$ cat src/sv/stt_pkg.sv
// Shared types, codes and constants of the source text tokenizer.
// Used by the result channel interface and the top level; no dependencies.
package stt_pkg;

  localparam int DATA_W           = 64;
  localparam int POS_OUT_W        = 16;
  localparam int MAX_TEXT_LEN_DEF = 32;
  localparam int POS_BITS_DEF     = 16;
  localparam int KW_COUNT         = 12;

  typedef enum logic [3:0] {
    LM_IDLE     = 4'd0,
    LM_LINE     = 4'd1,
    LM_BLOCK    = 4'd2,
    LM_SKIP     = 4'd3,
    LM_NUMFIRST = 4'd4,
    LM_PREFIX   = 4'd5,
    LM_DIGITS   = 4'd6,
    LM_IDENT    = 4'd7,
    LM_STRING   = 4'd8,
    LM_ESCAPE   = 4'd9
  } lex_mode_t;

  typedef enum logic [1:0] {
    BASE_DEC = 2'd0,
    BASE_HEX = 2'd1,
    BASE_BIN = 2'd2
  } base_t;

  typedef enum logic [2:0] {
    SQ_IDLE = 3'd0,
    SQ_LAST = 3'd1,
    SQ_FIN  = 3'd2,
    SQ_RD   = 3'd3,
    SQ_EM   = 3'd4
  } seq_t;

  typedef enum logic [2:0] {
    KIND_CHAR   = 3'd0,
    KIND_ARROW  = 3'd1,
    KIND_KWORD  = 3'd2,
    KIND_IDENT  = 3'd3,
    KIND_STRING = 3'd4,
    KIND_EMPTY  = 3'd5,
    KIND_INT    = 3'd6,
    KIND_ERROR  = 3'd7
  } kind_t;

  typedef enum logic [3:0] {
    FLT_NONE      = 4'd0,
    FLT_BARE_CR   = 4'd1,
    FLT_STR_BREAK = 4'd2,
    FLT_ESCAPE    = 4'd3,
    FLT_TOO_BIG   = 4'd4,
    FLT_BAD_DIGIT = 4'd5,
    FLT_OPEN_CMT  = 4'd6,
    FLT_OPEN_STR  = 4'd7,
    FLT_TOO_LONG  = 4'd8
  } fault_t;

  // Keywords, left aligned, zero padded to eight characters.
  localparam logic [63:0] KW_STR [KW_COUNT] = '{
    "function", {"return", 16'h0}, {"const", 24'h0}, {"signed", 16'h0},
    "unsigned", {"void", 32'h0}, {"byte", 32'h0}, {"short", 24'h0},
    {"integer", 8'h0}, {"long", 32'h0}, {"char", 32'h0}, {"boolean", 8'h0}
  };
  localparam logic [3:0] KW_LEN [KW_COUNT] = '{
    4'd8, 4'd6, 4'd5, 4'd6, 4'd8, 4'd4, 4'd4, 4'd5, 4'd7, 4'd4, 4'd4, 4'd7
  };

endpackage

$ cat src/sv/stt_in_if.sv
// Input channel: one source byte per beat with its end-of-text mark.
// Depends on nothing.
interface stt_in_if;
  logic       valid;
  logic       ready;
  logic [7:0] source_byte;
  logic       end_of_text;

  modport source (output valid, source_byte, end_of_text, input ready);
  modport sink   (input valid, source_byte, end_of_text, output ready);
endinterface

$ cat src/sv/stt_out_if.sv
// Result channel: one token item per beat.
// Depends on stt_pkg for the payload widths.
interface stt_out_if;
  logic                                valid;
  logic                                ready;
  logic [2:0]                          kind;
  logic signed [stt_pkg::DATA_W-1:0]   payload;
  logic [stt_pkg::POS_OUT_W-1:0]       start_row;
  logic [stt_pkg::POS_OUT_W-1:0]       start_column;
  logic [3:0]                          fault_code;
  logic                                run_last;

  modport source (output valid, kind, payload, start_row, start_column, fault_code,
                  run_last, input ready);
  modport sink   (input valid, kind, payload, start_row, start_column, fault_code,
                  run_last, output ready);
endinterface

$ cat src/sv/source_text_tokenizer_unit.sv
// Source text tokenizer: lexer state machine around a text store memory.
// Depends on stt_pkg, stt_in_if and stt_out_if.
// Output: a token is registered on the beat carrying its lookahead; each run character is
// read from the text store (SQ_RD), then registered (SQ_EM). Throughput: one byte per cycle
// while idle and the output is free; end of text passes SQ_LAST and SQ_FIN, holding input off.
// Reset: synchronous, active low, clears all control state; the text store needs no clearing.
module source_text_tokenizer_unit #(
  parameter int MAX_TEXT_LEN = stt_pkg::MAX_TEXT_LEN_DEF,
  parameter int POS_BITS     = stt_pkg::POS_BITS_DEF
) (
  input  logic           clk,
  input  logic           rst_n,
  stt_in_if.sink         in_ch,
  stt_out_if.source      out_ch
);

  localparam int AW  = $clog2(MAX_TEXT_LEN);
  localparam int TLW = $clog2(MAX_TEXT_LEN + 1);
  localparam logic [POS_BITS-1:0] POS_ONE = POS_BITS'(1);
  localparam logic [TLW-1:0]      TL_MAX  = TLW'(MAX_TEXT_LEN);

  // ---------------- state ----------------
  stt_pkg::lex_mode_t mode_r, mode_nxt;
  stt_pkg::base_t     base_r, base_nxt;
  stt_pkg::seq_t      seq_r, seq_nxt, ret_r, ret_nxt;
  stt_pkg::kind_t     run_kind_r, run_kind_nxt;
  logic [7:0]          held_r, inb_r;
  logic                held_vld_r;
  logic [POS_BITS-1:0] row_r, row_nxt, col_r, col_nxt, trow_r, trow_nxt, tcol_r, tcol_nxt;
  logic [63:0]         acc_r, acc_nxt;
  logic [6:0]          dcnt_r, dcnt_nxt;
  logic                neg_r, neg_nxt;
  logic [TLW-1:0]      tlen_r, tlen_nxt, run_idx_r, run_idx_nxt;
  logic                halted_r, halted_nxt;
  logic [stt_pkg::KW_COUNT-1:0] cand_r, cand_nxt;

  logic [7:0] mem [MAX_TEXT_LEN];
  logic [7:0] rd_data_r;

  logic                out_valid_r;
  stt_pkg::kind_t      out_kind_r;
  logic [63:0]         out_pay_r;
  logic [POS_BITS-1:0] out_row_r, out_col_r;
  stt_pkg::fault_t     out_fault_r;
  logic                out_last_r;

  // ---------------- helpers ----------------
  function automatic logic is_digit(input logic [7:0] c);
    return c >= "0" && c <= "9";
  endfunction
  function automatic logic is_alpha(input logic [7:0] c);
    return (c >= "a" && c <= "z") || (c >= "A" && c <= "Z");
  endfunction
  function automatic logic is_hex(input logic [7:0] c);
    return is_digit(c) || (c >= "a" && c <= "f") || (c >= "A" && c <= "F");
  endfunction
  function automatic logic [3:0] digit_val(input logic [7:0] c);
    logic [7:0] v;
    v = 8'h0;
    if (is_digit(c)) v = c - "0";
    else if (c >= "a" && c <= "f") v = c - "a" + 8'd10;
    else if (c >= "A" && c <= "F") v = c - "A" + 8'd10;
    return v[3:0];
  endfunction
  function automatic logic [POS_BITS-1:0] sat_inc(input logic [POS_BITS-1:0] v);
    return (v == '1) ? v : v + POS_ONE;
  endfunction

  // ---------------- lexer step ----------------
  logic [7:0] c, la;
  logic       la_none;
  logic       la_v_dig, la_v_id;
  logic       bn_go, ad_go, na_go, st_go, st_first, st_ident, fl_go, run_go;
  logic [7:0] sc;
  logic [TLW-1:0] st_len;
  logic [stt_pkg::KW_COUNT-1:0] cand_base;
  stt_pkg::fault_t fl_code;
  logic [POS_BITS-1:0] fl_row, fl_col;
  logic       em;
  stt_pkg::kind_t em_kind;
  logic [63:0] em_pay;
  logic [POS_BITS-1:0] em_row, em_col;
  stt_pkg::kind_t run_kind_c;
  logic       wr_en;
  logic [AW-1:0] wr_addr;
  logic [7:0] wr_data;
  logic       kw_hit;
  logic [3:0] kw_idx;
  logic       dig_ok, bad;
  logic [3:0] dv;

  always_comb begin
    la_v_dig = !la_none && is_digit(la);
    la_v_id  = !la_none && (is_digit(la) || is_alpha(la) || la == "_");
    mode_nxt = mode_r;   base_nxt = base_r;  row_nxt = row_r;   col_nxt = col_r;
    trow_nxt = trow_r;   tcol_nxt = tcol_r;  acc_nxt = acc_r;   dcnt_nxt = dcnt_r;
    neg_nxt  = neg_r;    tlen_nxt = tlen_r;  halted_nxt = halted_r; cand_nxt = cand_r;
    bn_go = 1'b0; ad_go = 1'b0; na_go = 1'b0; st_go = 1'b0; st_first = 1'b0;
    st_ident = 1'b0; fl_go = 1'b0; run_go = 1'b0; sc = c;
    fl_code = stt_pkg::FLT_NONE; fl_row = row_r; fl_col = col_r;
    em = 1'b0; em_kind = stt_pkg::KIND_CHAR; em_pay = 64'h0; em_row = row_r; em_col = col_r;
    run_kind_c = stt_pkg::KIND_IDENT;
    wr_en = 1'b0; wr_addr = '0; wr_data = sc;
    kw_hit = 1'b0; kw_idx = 4'h0; dig_ok = 1'b0; bad = 1'b0; dv = 4'h0;
    st_len = tlen_r; cand_base = cand_r;

    if (c == 8'h0A) begin
      row_nxt = sat_inc(row_r);
      col_nxt = POS_ONE;
    end else begin
      col_nxt = sat_inc(col_r);
    end

    unique case (mode_r)
      stt_pkg::LM_IDLE: begin
        if (c == 8'h0D && !(!la_none && la == 8'h0A)) begin
          fl_go = 1'b1; fl_code = stt_pkg::FLT_BARE_CR;
        end else if (c == 8'h0D || c == 8'h0A || c == " " || c == 8'h09 ||
                     c == 8'h0B || c == 8'h0C) begin
          // whitespace: skip
        end else begin
          trow_nxt = row_r;
          tcol_nxt = col_r;
          if (c == "/" && !la_none && la == "/") mode_nxt = stt_pkg::LM_LINE;
          else if (c == "/" && !la_none && la == "*") mode_nxt = stt_pkg::LM_BLOCK;
          else if ((c == "+" || c == "-") && la_v_dig) begin
            neg_nxt  = (c == "-");
            mode_nxt = stt_pkg::LM_NUMFIRST;
          end else if (c == "-" && !la_none && la == ">") begin
            em = 1'b1; em_kind = stt_pkg::KIND_ARROW;
            mode_nxt = stt_pkg::LM_SKIP;
          end else if (is_digit(c)) begin
            neg_nxt = 1'b0;
            bn_go   = 1'b1;
          end else if (c == "\"") begin
            tlen_nxt = '0;
            mode_nxt = stt_pkg::LM_STRING;
          end else if (is_alpha(c) || c == "_") begin
            st_go = 1'b1; st_first = 1'b1; st_ident = 1'b1;
          end else begin
            em = 1'b1; em_kind = stt_pkg::KIND_CHAR; em_pay = 64'(c);
          end
        end
      end
      stt_pkg::LM_LINE:     if (c == 8'h0A) mode_nxt = stt_pkg::LM_IDLE;
      stt_pkg::LM_BLOCK:    if (c == "*" && !la_none && la == "/") mode_nxt = stt_pkg::LM_SKIP;
      stt_pkg::LM_SKIP:     mode_nxt = stt_pkg::LM_IDLE;
      stt_pkg::LM_NUMFIRST: bn_go = 1'b1;
      stt_pkg::LM_PREFIX: begin
        mode_nxt = stt_pkg::LM_DIGITS;
        na_go    = 1'b1;
      end
      stt_pkg::LM_DIGITS:   ad_go = 1'b1;
      stt_pkg::LM_IDENT: begin
        st_go = 1'b1; st_ident = 1'b1;
      end
      stt_pkg::LM_STRING: begin
        if (c == "\"") begin
          mode_nxt = stt_pkg::LM_IDLE;
          if (tlen_r == '0) begin
            em = 1'b1; em_kind = stt_pkg::KIND_EMPTY; em_row = trow_r; em_col = tcol_r;
          end else begin
            run_go = 1'b1; run_kind_c = stt_pkg::KIND_STRING;
          end
        end else if (c == 8'h0D || c == 8'h0A) begin
          fl_go = 1'b1; fl_code = stt_pkg::FLT_STR_BREAK;
        end else if (c == "\\") begin
          mode_nxt = stt_pkg::LM_ESCAPE;
        end else begin
          st_go = 1'b1;
        end
      end
      stt_pkg::LM_ESCAPE: begin
        mode_nxt = stt_pkg::LM_STRING;
        if (c == "n") begin
          st_go = 1'b1; sc = 8'h0A;
        end else if (c == "t") begin
          st_go = 1'b1; sc = 8'h09;
        end else begin
          fl_go = 1'b1; fl_code = stt_pkg::FLT_ESCAPE;
        end
      end
      default: mode_nxt = stt_pkg::LM_IDLE;
    endcase

    // begin a number; a 0x or 0b prefix sets the base and enters LM_PREFIX, adding no digit
    if (bn_go) begin
      base_nxt = stt_pkg::BASE_DEC;
      acc_nxt  = 64'h0;
      dcnt_nxt = 7'd0;
      if (c == "0" && !la_none && (la == "x" || la == "X")) begin
        base_nxt = stt_pkg::BASE_HEX; mode_nxt = stt_pkg::LM_PREFIX;
      end else if (c == "0" && !la_none && (la == "b" || la == "B")) begin
        base_nxt = stt_pkg::BASE_BIN; mode_nxt = stt_pkg::LM_PREFIX;
      end else begin
        ad_go = 1'b1;
      end
    end

    if (ad_go) begin
      dv = digit_val(c);
      if (base_nxt == stt_pkg::BASE_DEC) begin
        acc_nxt = (acc_nxt << 3) + (acc_nxt << 1) + 64'(dv);
        na_go   = 1'b1;
      end else if (dcnt_nxt >= ((base_nxt == stt_pkg::BASE_HEX) ? 7'd16 : 7'd64)) begin
        fl_go = 1'b1; fl_code = stt_pkg::FLT_TOO_BIG; fl_row = trow_nxt; fl_col = tcol_nxt;
      end else begin
        dcnt_nxt = dcnt_nxt + 7'd1;
        acc_nxt  = (base_nxt == stt_pkg::BASE_HEX) ? ((acc_nxt << 4) | 64'(dv))
                                                  : ((acc_nxt << 1) | 64'(dv));
        na_go    = 1'b1;
      end
    end

    if (na_go) begin
      unique case (base_nxt)
        stt_pkg::BASE_HEX: dig_ok = !la_none && is_hex(la);
        stt_pkg::BASE_BIN: dig_ok = !la_none && (la == "0" || la == "1");
        default:           dig_ok = la_v_dig;
      endcase
      bad = !la_none && ((base_nxt == stt_pkg::BASE_BIN) ? (is_alpha(la) || is_digit(la))
                                                         : is_alpha(la));
      if (dig_ok) begin
        mode_nxt = stt_pkg::LM_DIGITS;
      end else if (bad) begin
        fl_go = 1'b1; fl_code = stt_pkg::FLT_BAD_DIGIT; fl_row = row_nxt; fl_col = col_nxt;
      end else begin
        em = 1'b1; em_kind = stt_pkg::KIND_INT; em_row = trow_nxt; em_col = tcol_nxt;
        em_pay = neg_nxt ? (64'h0 - acc_nxt) : acc_nxt;
        mode_nxt = stt_pkg::LM_IDLE;
      end
    end

    // append to the text store and narrow the keyword candidates
    if (st_go) begin
      if (st_first) begin
        st_len    = '0;
        cand_base = '1;
      end
      if (st_len >= TL_MAX) begin
        fl_go = 1'b1; fl_code = stt_pkg::FLT_TOO_LONG; fl_row = trow_nxt; fl_col = tcol_nxt;
      end else begin
        wr_en    = 1'b1;
        wr_addr  = st_len[AW-1:0];
        wr_data  = sc;
        tlen_nxt = st_len + TLW'(1);
        for (int k = 0; k < stt_pkg::KW_COUNT; k++) begin
          cand_nxt[k] = cand_base[k] && (st_len < TLW'(stt_pkg::KW_LEN[k])) &&
                        (sc == stt_pkg::KW_STR[k][(63 - 8 * int'(st_len[2:0])) -: 8]);
        end
        if (st_ident) begin
          if (la_v_id) begin
            mode_nxt = stt_pkg::LM_IDENT;
          end else begin
            mode_nxt = stt_pkg::LM_IDLE;
            for (int k = 0; k < stt_pkg::KW_COUNT; k++) begin
              if (cand_nxt[k] && tlen_nxt == TLW'(stt_pkg::KW_LEN[k])) begin
                kw_hit = 1'b1;
                kw_idx = 4'(k);
              end
            end
            if (kw_hit) begin
              em = 1'b1; em_kind = stt_pkg::KIND_KWORD; em_pay = 64'(kw_idx);
              em_row = trow_nxt; em_col = tcol_nxt;
            end else begin
              run_go = 1'b1; run_kind_c = stt_pkg::KIND_IDENT;
            end
          end
        end
      end
    end

    if (fl_go) begin
      em = 1'b1; em_kind = stt_pkg::KIND_ERROR; em_pay = 64'h0;
      em_row = fl_row; em_col = fl_col;
      halted_nxt = 1'b1;
      mode_nxt   = stt_pkg::LM_IDLE;
    end
  end

  // ---------------- sequencer ----------------
  logic can_out, acc_in, fire, fin, load_out, out_last_c;
  stt_pkg::kind_t  ld_kind;
  logic [63:0]     ld_pay;
  logic [POS_BITS-1:0] ld_row, ld_col;
  stt_pkg::fault_t ld_fault;

  assign can_out  = !out_valid_r || out_ch.ready;
  assign in_ch.ready = (seq_r == stt_pkg::SQ_IDLE) && can_out;
  assign acc_in   = in_ch.valid && in_ch.ready;

  always_comb begin
    c = held_r; la = in_ch.source_byte; la_none = 1'b0;
    if (seq_r == stt_pkg::SQ_LAST) begin
      c = inb_r; la_none = 1'b1;
    end
    seq_nxt = seq_r; ret_nxt = ret_r; run_kind_nxt = run_kind_r; run_idx_nxt = run_idx_r;
    fire = 1'b0; fin = 1'b0; load_out = 1'b0;
    ld_kind = em_kind; ld_pay = em_pay; ld_row = em_row; ld_col = em_col;
    ld_fault = fl_code; out_last_c = 1'b1;

    unique case (seq_r)
      stt_pkg::SQ_IDLE: begin
        if (acc_in) begin
          fire = !halted_r && held_vld_r;
          if (in_ch.end_of_text) seq_nxt = stt_pkg::SQ_LAST;
        end
      end
      stt_pkg::SQ_LAST: begin
        if (can_out) begin
          fire    = !halted_r;
          seq_nxt = stt_pkg::SQ_FIN;
        end
      end
      stt_pkg::SQ_FIN: begin
        if (can_out) begin
          fin     = 1'b1;
          seq_nxt = stt_pkg::SQ_IDLE;
          ld_kind = stt_pkg::KIND_ERROR; ld_pay = 64'h0; ld_row = trow_r; ld_col = tcol_r;
          if (!halted_r && mode_r == stt_pkg::LM_BLOCK) begin
            load_out = 1'b1; ld_fault = stt_pkg::FLT_OPEN_CMT;
          end else if (!halted_r && (mode_r == stt_pkg::LM_STRING ||
                                     mode_r == stt_pkg::LM_ESCAPE)) begin
            load_out = 1'b1; ld_fault = stt_pkg::FLT_OPEN_STR;
          end
        end
      end
      stt_pkg::SQ_RD: seq_nxt = stt_pkg::SQ_EM;
      stt_pkg::SQ_EM: begin
        ld_kind = run_kind_r; ld_pay = 64'(rd_data_r); ld_row = trow_r; ld_col = tcol_r;
        ld_fault = stt_pkg::FLT_NONE;
        out_last_c = (run_idx_r + TLW'(1) == tlen_r);
        if (can_out) begin
          load_out    = 1'b1;
          run_idx_nxt = run_idx_r + TLW'(1);
          seq_nxt     = out_last_c ? ret_r : stt_pkg::SQ_RD;
        end
      end
      default: seq_nxt = stt_pkg::SQ_IDLE;
    endcase

    if (fire) begin
      if (em) begin
        load_out = 1'b1;
        if (em_kind != stt_pkg::KIND_ERROR) ld_fault = stt_pkg::FLT_NONE;
      end
      if (run_go) begin
        ret_nxt      = seq_nxt;
        seq_nxt      = stt_pkg::SQ_RD;
        run_kind_nxt = run_kind_c;
        run_idx_nxt  = '0;
      end
    end
  end

  always_ff @(posedge clk) begin
    if (!rst_n) begin
      seq_r <= stt_pkg::SQ_IDLE;
      ret_r <= stt_pkg::SQ_IDLE;
      run_kind_r <= stt_pkg::KIND_IDENT;
      run_idx_r <= '0;
    end else begin
      seq_r <= seq_nxt;
      ret_r <= ret_nxt;
      run_kind_r <= run_kind_nxt;
      run_idx_r <= run_idx_nxt;
    end
  end

  // lexer state: cleared by reset and at the close of each text
  always_ff @(posedge clk) begin
    if (!rst_n || fin) begin
      mode_r <= stt_pkg::LM_IDLE;  base_r <= stt_pkg::BASE_DEC;
      held_r <= 8'h0;              held_vld_r <= 1'b0;
      row_r  <= POS_ONE; col_r <= POS_ONE; trow_r <= POS_ONE; tcol_r <= POS_ONE;
      acc_r  <= 64'h0; dcnt_r <= 7'd0; neg_r <= 1'b0; tlen_r <= '0;
      halted_r <= 1'b0; cand_r <= '1;
    end else begin
      if (fire) begin
        mode_r <= mode_nxt; base_r <= base_nxt; row_r <= row_nxt; col_r <= col_nxt;
        trow_r <= trow_nxt; tcol_r <= tcol_nxt; acc_r <= acc_nxt; dcnt_r <= dcnt_nxt;
        neg_r  <= neg_nxt;  tlen_r <= tlen_nxt; halted_r <= halted_nxt; cand_r <= cand_nxt;
      end
      // hold the byte one beat as lookahead; frozen while halted
      if (acc_in && !in_ch.end_of_text && !halted_r) begin
        held_r     <= in_ch.source_byte;
        held_vld_r <= 1'b1;
      end
    end
  end

  always_ff @(posedge clk) begin
    if (acc_in) inb_r <= in_ch.source_byte;
  end

  // text store
  always_ff @(posedge clk) begin
    if (fire && wr_en) mem[wr_addr] <= wr_data;
    rd_data_r <= mem[run_idx_r[AW-1:0]];
  end

  // output register
  always_ff @(posedge clk) begin
    if (!rst_n) begin
      out_valid_r <= 1'b0;
    end else if (load_out) begin
      out_valid_r <= 1'b1;
    end else if (out_ch.ready) begin
      out_valid_r <= 1'b0;
    end
  end

  always_ff @(posedge clk) begin
    if (load_out) begin
      out_kind_r  <= ld_kind;
      out_pay_r   <= ld_pay;
      out_row_r   <= ld_row;
      out_col_r   <= ld_col;
      out_fault_r <= ld_fault;
      out_last_r  <= out_last_c;
    end
  end

  assign out_ch.valid        = out_valid_r;
  assign out_ch.kind         = out_kind_r;
  assign out_ch.payload      = out_pay_r;
  assign out_ch.start_row    = 16'(32'(out_row_r));
  assign out_ch.start_column = 16'(32'(out_col_r));
  assign out_ch.fault_code   = out_fault_r;
  assign out_ch.run_last     = out_last_r;

`ifndef SYNTH
  a_run_nonempty: assert property (@(posedge clk) disable iff (!rst_n)
    (seq_r == stt_pkg::SQ_EM) |-> (tlen_r != '0))
    else $error("run emitted from an empty text store");

  a_run_index: assert property (@(posedge clk) disable iff (!rst_n)
    (seq_r == stt_pkg::SQ_RD) |-> (run_idx_r < tlen_r))
    else $error("run read beyond the stored text");

  a_fin_clears: assert property (@(posedge clk) disable iff (!rst_n)
    (seq_r == stt_pkg::SQ_FIN && can_out) |=>
      (!halted_r && mode_r == stt_pkg::LM_IDLE && !held_vld_r && seq_r == stt_pkg::SQ_IDLE))
    else $error("end of text did not return the lexer to its reset state");

  a_halt_quiet: assert property (@(posedge clk) disable iff (!rst_n)
    (halted_r && seq_r == stt_pkg::SQ_IDLE) |=> !load_out || seq_r == stt_pkg::SQ_FIN)
    else $error("result produced while halted");
`endif

endmodule
$ cat src/flat_wrapper.sv
// flat-port wrapper written by rule: the top's interface ports become plain ports
module source_text_tokenizer_unit_flat 
#(
  parameter int MAX_TEXT_LEN = stt_pkg::MAX_TEXT_LEN_DEF,
  parameter int POS_BITS     = stt_pkg::POS_BITS_DEF
)
  (clk, rst_n, in_ch_valid, in_ch_source_byte, in_ch_end_of_text, in_ch_ready, out_ch_valid, out_ch_kind, out_ch_payload, out_ch_start_row, out_ch_start_column, out_ch_fault_code, out_ch_run_last, out_ch_ready);
  stt_in_if in_ch_i ();
  stt_out_if out_ch_i ();
  input  logic clk;
  input  logic rst_n;
  input wire logic [$bits(in_ch_i.valid)-1:0] in_ch_valid;
  input wire logic [$bits(in_ch_i.source_byte)-1:0] in_ch_source_byte;
  input wire logic [$bits(in_ch_i.end_of_text)-1:0] in_ch_end_of_text;
  output wire logic [$bits(in_ch_i.ready)-1:0] in_ch_ready;
  output wire logic [$bits(out_ch_i.valid)-1:0] out_ch_valid;
  output wire logic [$bits(out_ch_i.kind)-1:0] out_ch_kind;
  output wire logic [$bits(out_ch_i.payload)-1:0] out_ch_payload;
  output wire logic [$bits(out_ch_i.start_row)-1:0] out_ch_start_row;
  output wire logic [$bits(out_ch_i.start_column)-1:0] out_ch_start_column;
  output wire logic [$bits(out_ch_i.fault_code)-1:0] out_ch_fault_code;
  output wire logic [$bits(out_ch_i.run_last)-1:0] out_ch_run_last;
  input wire logic [$bits(out_ch_i.ready)-1:0] out_ch_ready;
  assign in_ch_i.valid = in_ch_valid;
  assign in_ch_i.source_byte = in_ch_source_byte;
  assign in_ch_i.end_of_text = in_ch_end_of_text;
  assign in_ch_ready = in_ch_i.ready;
  assign out_ch_valid = out_ch_i.valid;
  assign out_ch_kind = out_ch_i.kind;
  assign out_ch_payload = out_ch_i.payload;
  assign out_ch_start_row = out_ch_i.start_row;
  assign out_ch_start_column = out_ch_i.start_column;
  assign out_ch_fault_code = out_ch_i.fault_code;
  assign out_ch_run_last = out_ch_i.run_last;
  assign out_ch_i.ready = out_ch_ready;
  source_text_tokenizer_unit #(.MAX_TEXT_LEN(MAX_TEXT_LEN), .POS_BITS(POS_BITS)) u_core (.clk(clk), .rst_n(rst_n), .in_ch(in_ch_i), .out_ch(out_ch_i));
endmodule
$ cat config.mk
export PLATFORM = sky130hd
export DESIGN_NAME = source_text_tokenizer_unit_flat
export DESIGN_NICKNAME = d
export VERILOG_FILES = /design/src/sv/stt_pkg.sv /design/src/sv/stt_in_if.sv /design/src/sv/stt_out_if.sv /design/src/sv/source_text_tokenizer_unit.sv /design/src/flat_wrapper.sv
export SDC_FILE = /design/constraint.sdc
export NUM_CORES = 2
export LEC_CHECK = 0
export BUFFER_PORTS_ARGS = -buffer_cell sky130_fd_sc_hd__buf_2
export CAP_MARGIN = 40
export CORE_MARGIN = 3
export CORE_UTILIZATION = 63
export CTS_CLUSTER_DIAMETER = 120
export DETAILED_ROUTE_END_ITERATION = 10
export PLACE_DENSITY = 0.81
export SYNTH_ARGS = -nofsm -noshare
export SYNTH_HDL_FRONTEND = slang
export SYNTH_SLANG_ARGS = --single-unit
$ cat constraint.sdc
create_clock -name clk -period 15.97 [get_ports clk]
set_clock_uncertainty 0.05 [all_clocks]
set_input_delay 1.597 -clock clk [delete_from_list [all_inputs] [get_ports clk]]
set_output_delay 1.597 -clock clk [all_outputs]
set_load 0.05 [all_outputs]
# After elaboration in Yosys (flattened, before gate mapping)
# Memories as Yosys holds them, arrays and structs flattened. A register that Yosys moved wholly into a read port is not among the register bits.
# Cells that the tools add are included.
# word_totals
ff_bits	298
mem_bits_rw	256
out_inout_bits	106
memories	1
# memory_table
name	words	width	rd	rd_clocked_by_memory_dff	wr	line_no	text
u_core.mem	32	8	1	1	1	source_text_tokenizer_unit.sv:37	logic [7:0] mem [MAX_TEXT_LEN];
# op_classes
add_sub_neg	14
order_cmp	23
n_eq_ne	62
shift	12
n_mux	335
bitwise_logic	3
n_reduce_logical	106
# op_table
cell	n
64-bit 2-to-1 mux	25
71-bit by 32-bit indexed part select with 8-bit output, first input constant	12
16-bit 2-to-1 mux	52
4-bit 2-to-1 mux	47
64-bit by 4-bit bitwise OR with 64-bit output	2
64-bit case mux with 2 select lines	1
1-bit 2-to-1 mux	116
3-bit 2-to-1 mux	38
6-bit 2-to-1 mux	17
8-bit by 6-bit == test with 1-bit output, second input constant	12
8-bit == test	12
8-bit by 7-bit == test with 1-bit output, second input constant	9
1-bit logical AND	72
64-bit by 4-bit adder with 64-bit output	1
64-bit adder	1
8-bit by 7-bit <= comparator with 1-bit output, second input constant	8
16-bit case mux with 2 select lines	2
1-bit by 64-bit subtractor with 64-bit output, first input constant	1
8-bit 2-to-1 mux	7
8-bit by 4-bit == test with 1-bit output, second input constant	6
7-bit 2-to-1 mux	5
16-bit by 1-bit adder with 16-bit output, second input constant	2
16-bit == test, second input constant	2
8-bit by 7-bit greater-or-equal comparator with 1-bit output, second input constant	4
46 further kinds	101

# Longest topological paths before layout
# depth
ltp_word	49
mapped_depth	34

# Worst setup path before layout
# No wires, ideal clock.
# synth_path
path_kind	register to register
start	reg u_core.seq_r[0]
end	reg u_core.out_fault_r[0], in the netlist u_core.out_ch.fault_code[0], enable pin
setup_ns	1.217
t_arrival_ns	8.770
required_ns	14.703
path_slack_ns	5.933
path_stages_with_launch	27
n_path_buf	4
cell_sequence	dfxtp_1 nor3b_1 buf_2 buf_2 mux2i_1 inv_1 ha_1 a2111oi_0 a21oi_1 o211ai_1 clkbuf_1 buf_1 nand2_1 inv_1 ha_1 and3_1 nor3_1 a31oi_1 nor2b_1 o211ai_1 nor2_1 o2111a_1 a2111oi_0 a41oi_1 nor2_1 a41o_1 nand3_1
# synth_via
elab_chain_cells	47
word_cells_on_any_way	236
cone_classes	add/sub: 2; order compare: 13; eq/ne: 37; shift: 12; mux: 103; reduce/logical: 69
# synth_rtl
item	line_no	text
start, declared	source_text_tokenizer_unit.sv:25	stt_pkg::seq_t seq_r, seq_nxt, ret_r, ret_nxt;
start signal, assigned	source_text_tokenizer_unit.sv:358	seq_r <= stt_pkg::SQ_IDLE;
start signal, assigned	source_text_tokenizer_unit.sv:363	seq_r <= seq_nxt;
3-bit by 1-bit == test with 1-bit output	source_text_tokenizer_unit.sv:294, source_text_tokenizer_unit.sv:302	
8-bit 2-to-1 mux	source_text_tokenizer_unit.sv:294	if (seq_r == stt_pkg::SQ_LAST) begin
8-bit by 7-bit greater-or-equal comparator with 1-bit output / 8-bit by 7-bit <= comparator with 1-bit output (equally long branches)	source_text_tokenizer_unit.sv:52	return (c >= "a" && c <= "z") || (c >= "A" && c <= "Z");
1-bit logical AND	source_text_tokenizer_unit.sv:52	
1-bit logical OR	source_text_tokenizer_unit.sv:52	
1-bit logical OR	source_text_tokenizer_unit.sv:138	end else if (is_alpha(c) || c == "_") begin
1-bit 2-to-1 mux	source_text_tokenizer_unit.sv:138	
1-bit 2-to-1 mux	source_text_tokenizer_unit.sv:135	end else if (c == "\"") begin
(+32 left out)	-	
1-bit 2-to-1 mux	source_text_tokenizer_unit.sv:252	if (la_v_id) begin
1-bit 2-to-1 mux	source_text_tokenizer_unit.sv:251	if (st_ident) begin
1-bit 2-to-1 mux	source_text_tokenizer_unit.sv:240	if (st_len >= TL_MAX) begin
1-bit 2-to-1 mux	source_text_tokenizer_unit.sv:235	if (st_go) begin
1-bit 2-to-1 mux	source_text_tokenizer_unit.sv:273	if (fl_go) begin
1-bit 2-to-1 mux	source_text_tokenizer_unit.sv:343	if (em) begin
1-bit 2-to-1 mux *	source_text_tokenizer_unit.sv:342	if (fire) begin
net u_core.load_out	source_text_tokenizer_unit.sv:282	logic can_out, acc_in, fire, fin, load_out, out_last_c;
end signal, assigned	source_text_tokenizer_unit.sv:419	out_fault_r <= ld_fault;
end, declared	source_text_tokenizer_unit.sv:44	stt_pkg::fault_t out_fault_r;
# The timed path passes the listed nets; every way through them passes the cells marked *. The select of a mux whose other input is x is not followed.
# A chain may end at the register's enable or synchronous reset.

# Final worst setup path
# layout_path
start	reg u_core.seq_r[0]
end	reg u_core.out_pay_r[61], in the netlist u_core.out_ch.payload[61] (data pin)
# layout_via
elab_chain_cells	47
word_cells_on_any_way	259
cone_classes	add/sub: 10; order compare: 15; eq/ne: 37; shift: 12; mux: 115; bitwise: 2; reduce/logical: 68
# layout_rtl
item	line_no	text
parallel branches: the longest is 46 deep, another holds 8-bit by 6-bit greater-or-equal comparator with 1-bit output	-	
64-bit case mux with 2 select lines *	source_text_tokenizer_unit.sv:302	unique case (seq_r)
net u_core.ld_pay[61]	source_text_tokenizer_unit.sv:284	logic [63:0] ld_pay;
end signal, assigned	source_text_tokenizer_unit.sv:416	out_pay_r <= ld_pay;
end, declared	source_text_tokenizer_unit.sv:42	logic [63:0] out_pay_r;
# Mark *: on every way through the listed nets, which the timed path passes. The select of a mux whose other input is x is not followed.

==> results.toml <==
[status]
status = "complete, no violations"

[yosys]
syn_nets = 4009
syn_area_mm2 = 0.0362
ys_ff_latch = 561
synthCells = 3840
ys.flop_type = "edfxtp_1"
synth_enable_flop_cells = 368
yosys_warnings = 0
async_flop_share_pct = 0
ys_types = 100
synth.avg_cell_area_um2 = 9.42
synth.yosys.seq_area_share_pct = 41.2

[floorplanning]
dieArea_mm2 = 0.0603
core_mm2 = 0.0566
fp.dieH_um = 246
io_pins = 119
die_w_um = 246
row_count = 87
start_util_pct = 63.9

[sta]
rsz0062_at_grt = "no"
hold_viol = 0
finalSetupViolCount = 0
tns_ns = 0
holdWs_ns = 0.384
slew_headroom_pct = 32.2
min_period_over_period_pct = 62.3
worstMarginPinSlew_ns = 1.02
maxSlewViolCount = 0
finalCriticalPeriod_ns = 9.95
fmax_mhz = 101

[flow_run]
maxCapViolCount = 0

[drt]
drc = 0
drt-wirelength-per-cell_um = 24.9
drtPass1Iterations = 8
via_per_inst = 7.10
wl_um = 116000
drt-initial-drc-count = 4903
via_count = 33000
ant_nets = 0

[global_route]
antenna_found_initial = 4
grt_pass1_wl_um = 178000
grt_pass1_vias = 30400
gr-total-overflow = 0
grt_start_max_net_pins = 75
track_usage_pct = 37.5

[setup_path]
required_ns = 16.27
r2r-end = "u_core.out_ch.payload[61]$_DFFE_PP_"
path_class = "flop to flop"
start_kind = "flop"
rr_worst_depth = 24
arrival_ns = 10.24
endpoint_kind = "flop"
crit_path_top_delay_cell = "nor4b_1"
cpLargestDelayFamily = "simple AND/OR/NAND/NOR gates"
path_cells = "nor3b_2 > buf_4 > mux2_2 > clkinv_1 > ha_1 > and2_1 > a32o_1 > o31ai_4 > mux2i_1 > ha_4 > ha_1 > nand2_1 > a31oi_1 > or3_1 > and2_1 > buf_4 > o21a_1 > or4_1 > nor4b_1 > nand4_1 > nor3_4 > a41oi_1 > xnor2_1 > nor2_1"
worstPathMaxFanout = 39
cpPeakStageDelay_ns = 0.82
path_depth = 24
crit_buf_inv = 3
rrSetupSlack_ns = 6.02
r2r-start = "u_core.seq_r[0]$_SDFF_PN0_"

[final_layout]
num-fill-cells = 4196
post_route_cells_drive_above_1_share_pct = 12.8
area_growth_syn_to_layout_pct = 9.59
instances_no_fill = 4655
fin_area_mm2 = 0.0396
nets = 4021

[placed_design]
dp_cells = 4547
port-buffer-count = 118
dp_hpwl_um = 80500
gp_congestion = 1.03
place_area_mm2 = 0.0377

[power_and_ir_drop]
p_comb_share_pct = 18.3
power.density_mw_per_mm2 = 94.0
p_sw_w = 0.00112
pwr-share-seq_pct = 43.9
clkPwrFrac_pct = 37.8
total_power_w = 0.00372
internal_power_w = 0.00261
peakVddDrop_uv = 105
p_leak_nw = 14.4
sw_frac_of_total_pct = 30.0

[clock_network]
cts_made_buffers = 58
cts.sinks = 561
htreeDepth = 2
ctsHoldBuffers = 0
clkTransAtPathRegs_ns = 0.06
cts_root_buf = "clkbuf_16"
cts.repair.resized = 0
cts_buffer_depth = 3
cts_tree = "yes"
worstSkewPairLatency_ns = 0.64
cts_setup_buffers = 0

[hold_path]
holdPathStages = 2
holdPathEnd = "u_core.ret_r[2]$_SDFFE_PN0P_"
hold_class = "flop to flop"
worst_hold_startpoint = "u_core.ret_r[2]$_SDFFE_PN0P_"
per-layer routing:
metal  GRT usage [%]  vias to the layer above  part of all wire, %
met5               0                        -                0.022
met4            17.5                        4                  5.7
met3            7.24                      525                   11
met2            59.7                     2380                   45
met1            49.8                    15500                   38
li1                -                    14600                    -
worst max-delay path by stage:
stage                     slack, ns                                    end                       start
after global placement         6.60    u_core.out_ch.payload[62]$_DFFE_PP_  u_core.seq_r[0]$_SDFF_PN0_
after CTS                      6.36    u_core.out_ch.payload[61]$_DFFE_PP_  u_core.seq_r[0]$_SDFF_PN0_
final                          6.02    u_core.out_ch.payload[61]$_DFFE_PP_  u_core.seq_r[0]$_SDFF_PN0_
after detailed placement       6.42    u_core.out_ch.payload[60]$_DFFE_PP_  u_core.seq_r[0]$_SDFF_PN0_
after floorplan                5.93  u_core.out_ch.fault_code[0]$_DFFE_PP_  u_core.seq_r[0]$_SDFF_PN0_
after global routing           5.52    u_core.out_ch.payload[61]$_DFFE_PP_  u_core.seq_r[0]$_SDFF_PN0_
power by group through the flow:
| stage | clock [W] | sequential [W] | combinational, W |
|---|---|---|---|
| 4_1_cts | 0.00141 | 0.00163 | 0.000663 |
| 2_1_floorplan | 0 | 0.00171 | 0.000422 |
| 3_3_place_gp | 0 | 0.00166 | 0.000644 |
| 5_1_grt | 0.00147 | 0.00164 | 0.000728 |
| 6_report | 0.00141 | 0.00164 | 0.000681 |
| 3_5_place_dp | 0 | 0.00167 | 0.000659 |
synthesized netlist by cell type, types with 78 or more instances:
master      n  area, um2
edfxtp_1  368      11100
dfxtp_1   193       3860
ha_1      155       1940
nand2_1   377       1420
nor3_1    111        556
mux2i_1    78        781
a211oi_1   83        623
mux4_2     80       1800
nor2_1    380       1430
o21ai_0   186        931
nand3_1    92        460
clkbuf_1  224        841
and2_1     81        507
a21oi_1   296       1480
tightest hold or removal path, stage by stage, from the launching register on:
cell	delay, ns
dfxtp_1	0.29
inv_1	0.06
nor2_1	0.04
metrics by stage:
step / utilization [%] / setup WS [ns]
2_1_floorplan: - / 5.93
3_3_place_gp: 66.0 / 6.60
3_5_place_dp: 66.5 / 6.42
4_1_cts: 70.0 / 6.36
5_1_grt: 70.0 / 5.52
6_report: 70.0 / 6.02
cells in the final DEF (no fill, tap or decap), drive strengths merged, types with 92 or more instances in the layout:
cell type,n
a21oi,297
edfxtp,368
dfxtp,193
nor2,380
nand3,92
o21ai,191
nand2,378
buf,222
ha,155
nor3,112
cells by family after synthesis:
| family | share of synthesized area (%) |
|---|---|
| XOR/XNOR | 3.37 |
| flip-flops | 41.2 |
| buffers and inverters | 3.76 |
| AND/OR/NAND/NOR | 18.5 |
| multiplexers | 8.24 |
| AO/OA/AOI/OAI | 19.5 |
| adder cells (fa/ha/maj) | 5.42 |
layout make-up:
type	instances	area (um2)	area share (%)
multi-input combinational	2929	20000	50.5
sequential	561	14900	37.6
clock buffer	71	1540	3.89
timing repair buffer	223	1480	3.72
tap	756	946	2.39
clock inverter	35	422	1.06
inverter	79	297	0.748
antenna	1	2.50	0.00631
sequential cells by signal (all words and copies together), names as in the netlist, 6 cells and up:
| signal | flops |
|---|---|
| u_core.tcol_r | 16 |
| u_core.rd_data_r | 8 |
| u_core.out_ch.start_column | 16 |
| u_core.mem | 256 |
| u_core.inb_r | 8 |
| u_core.trow_r | 16 |
| u_core.run_idx_r | 6 |
| u_core.row_r | 16 |
| u_core.tlen_r | 6 |
| u_core.dcnt_r | 7 |
| u_core.col_r | 16 |
| u_core.acc_r | 64 |
| u_core.out_ch.payload | 64 |
| u_core.held_r | 8 |
| u_core.cand_r | 12 |
| u_core.out_ch.start_row | 16 |
Note: power is estimated with default switching activity, not from simulation.
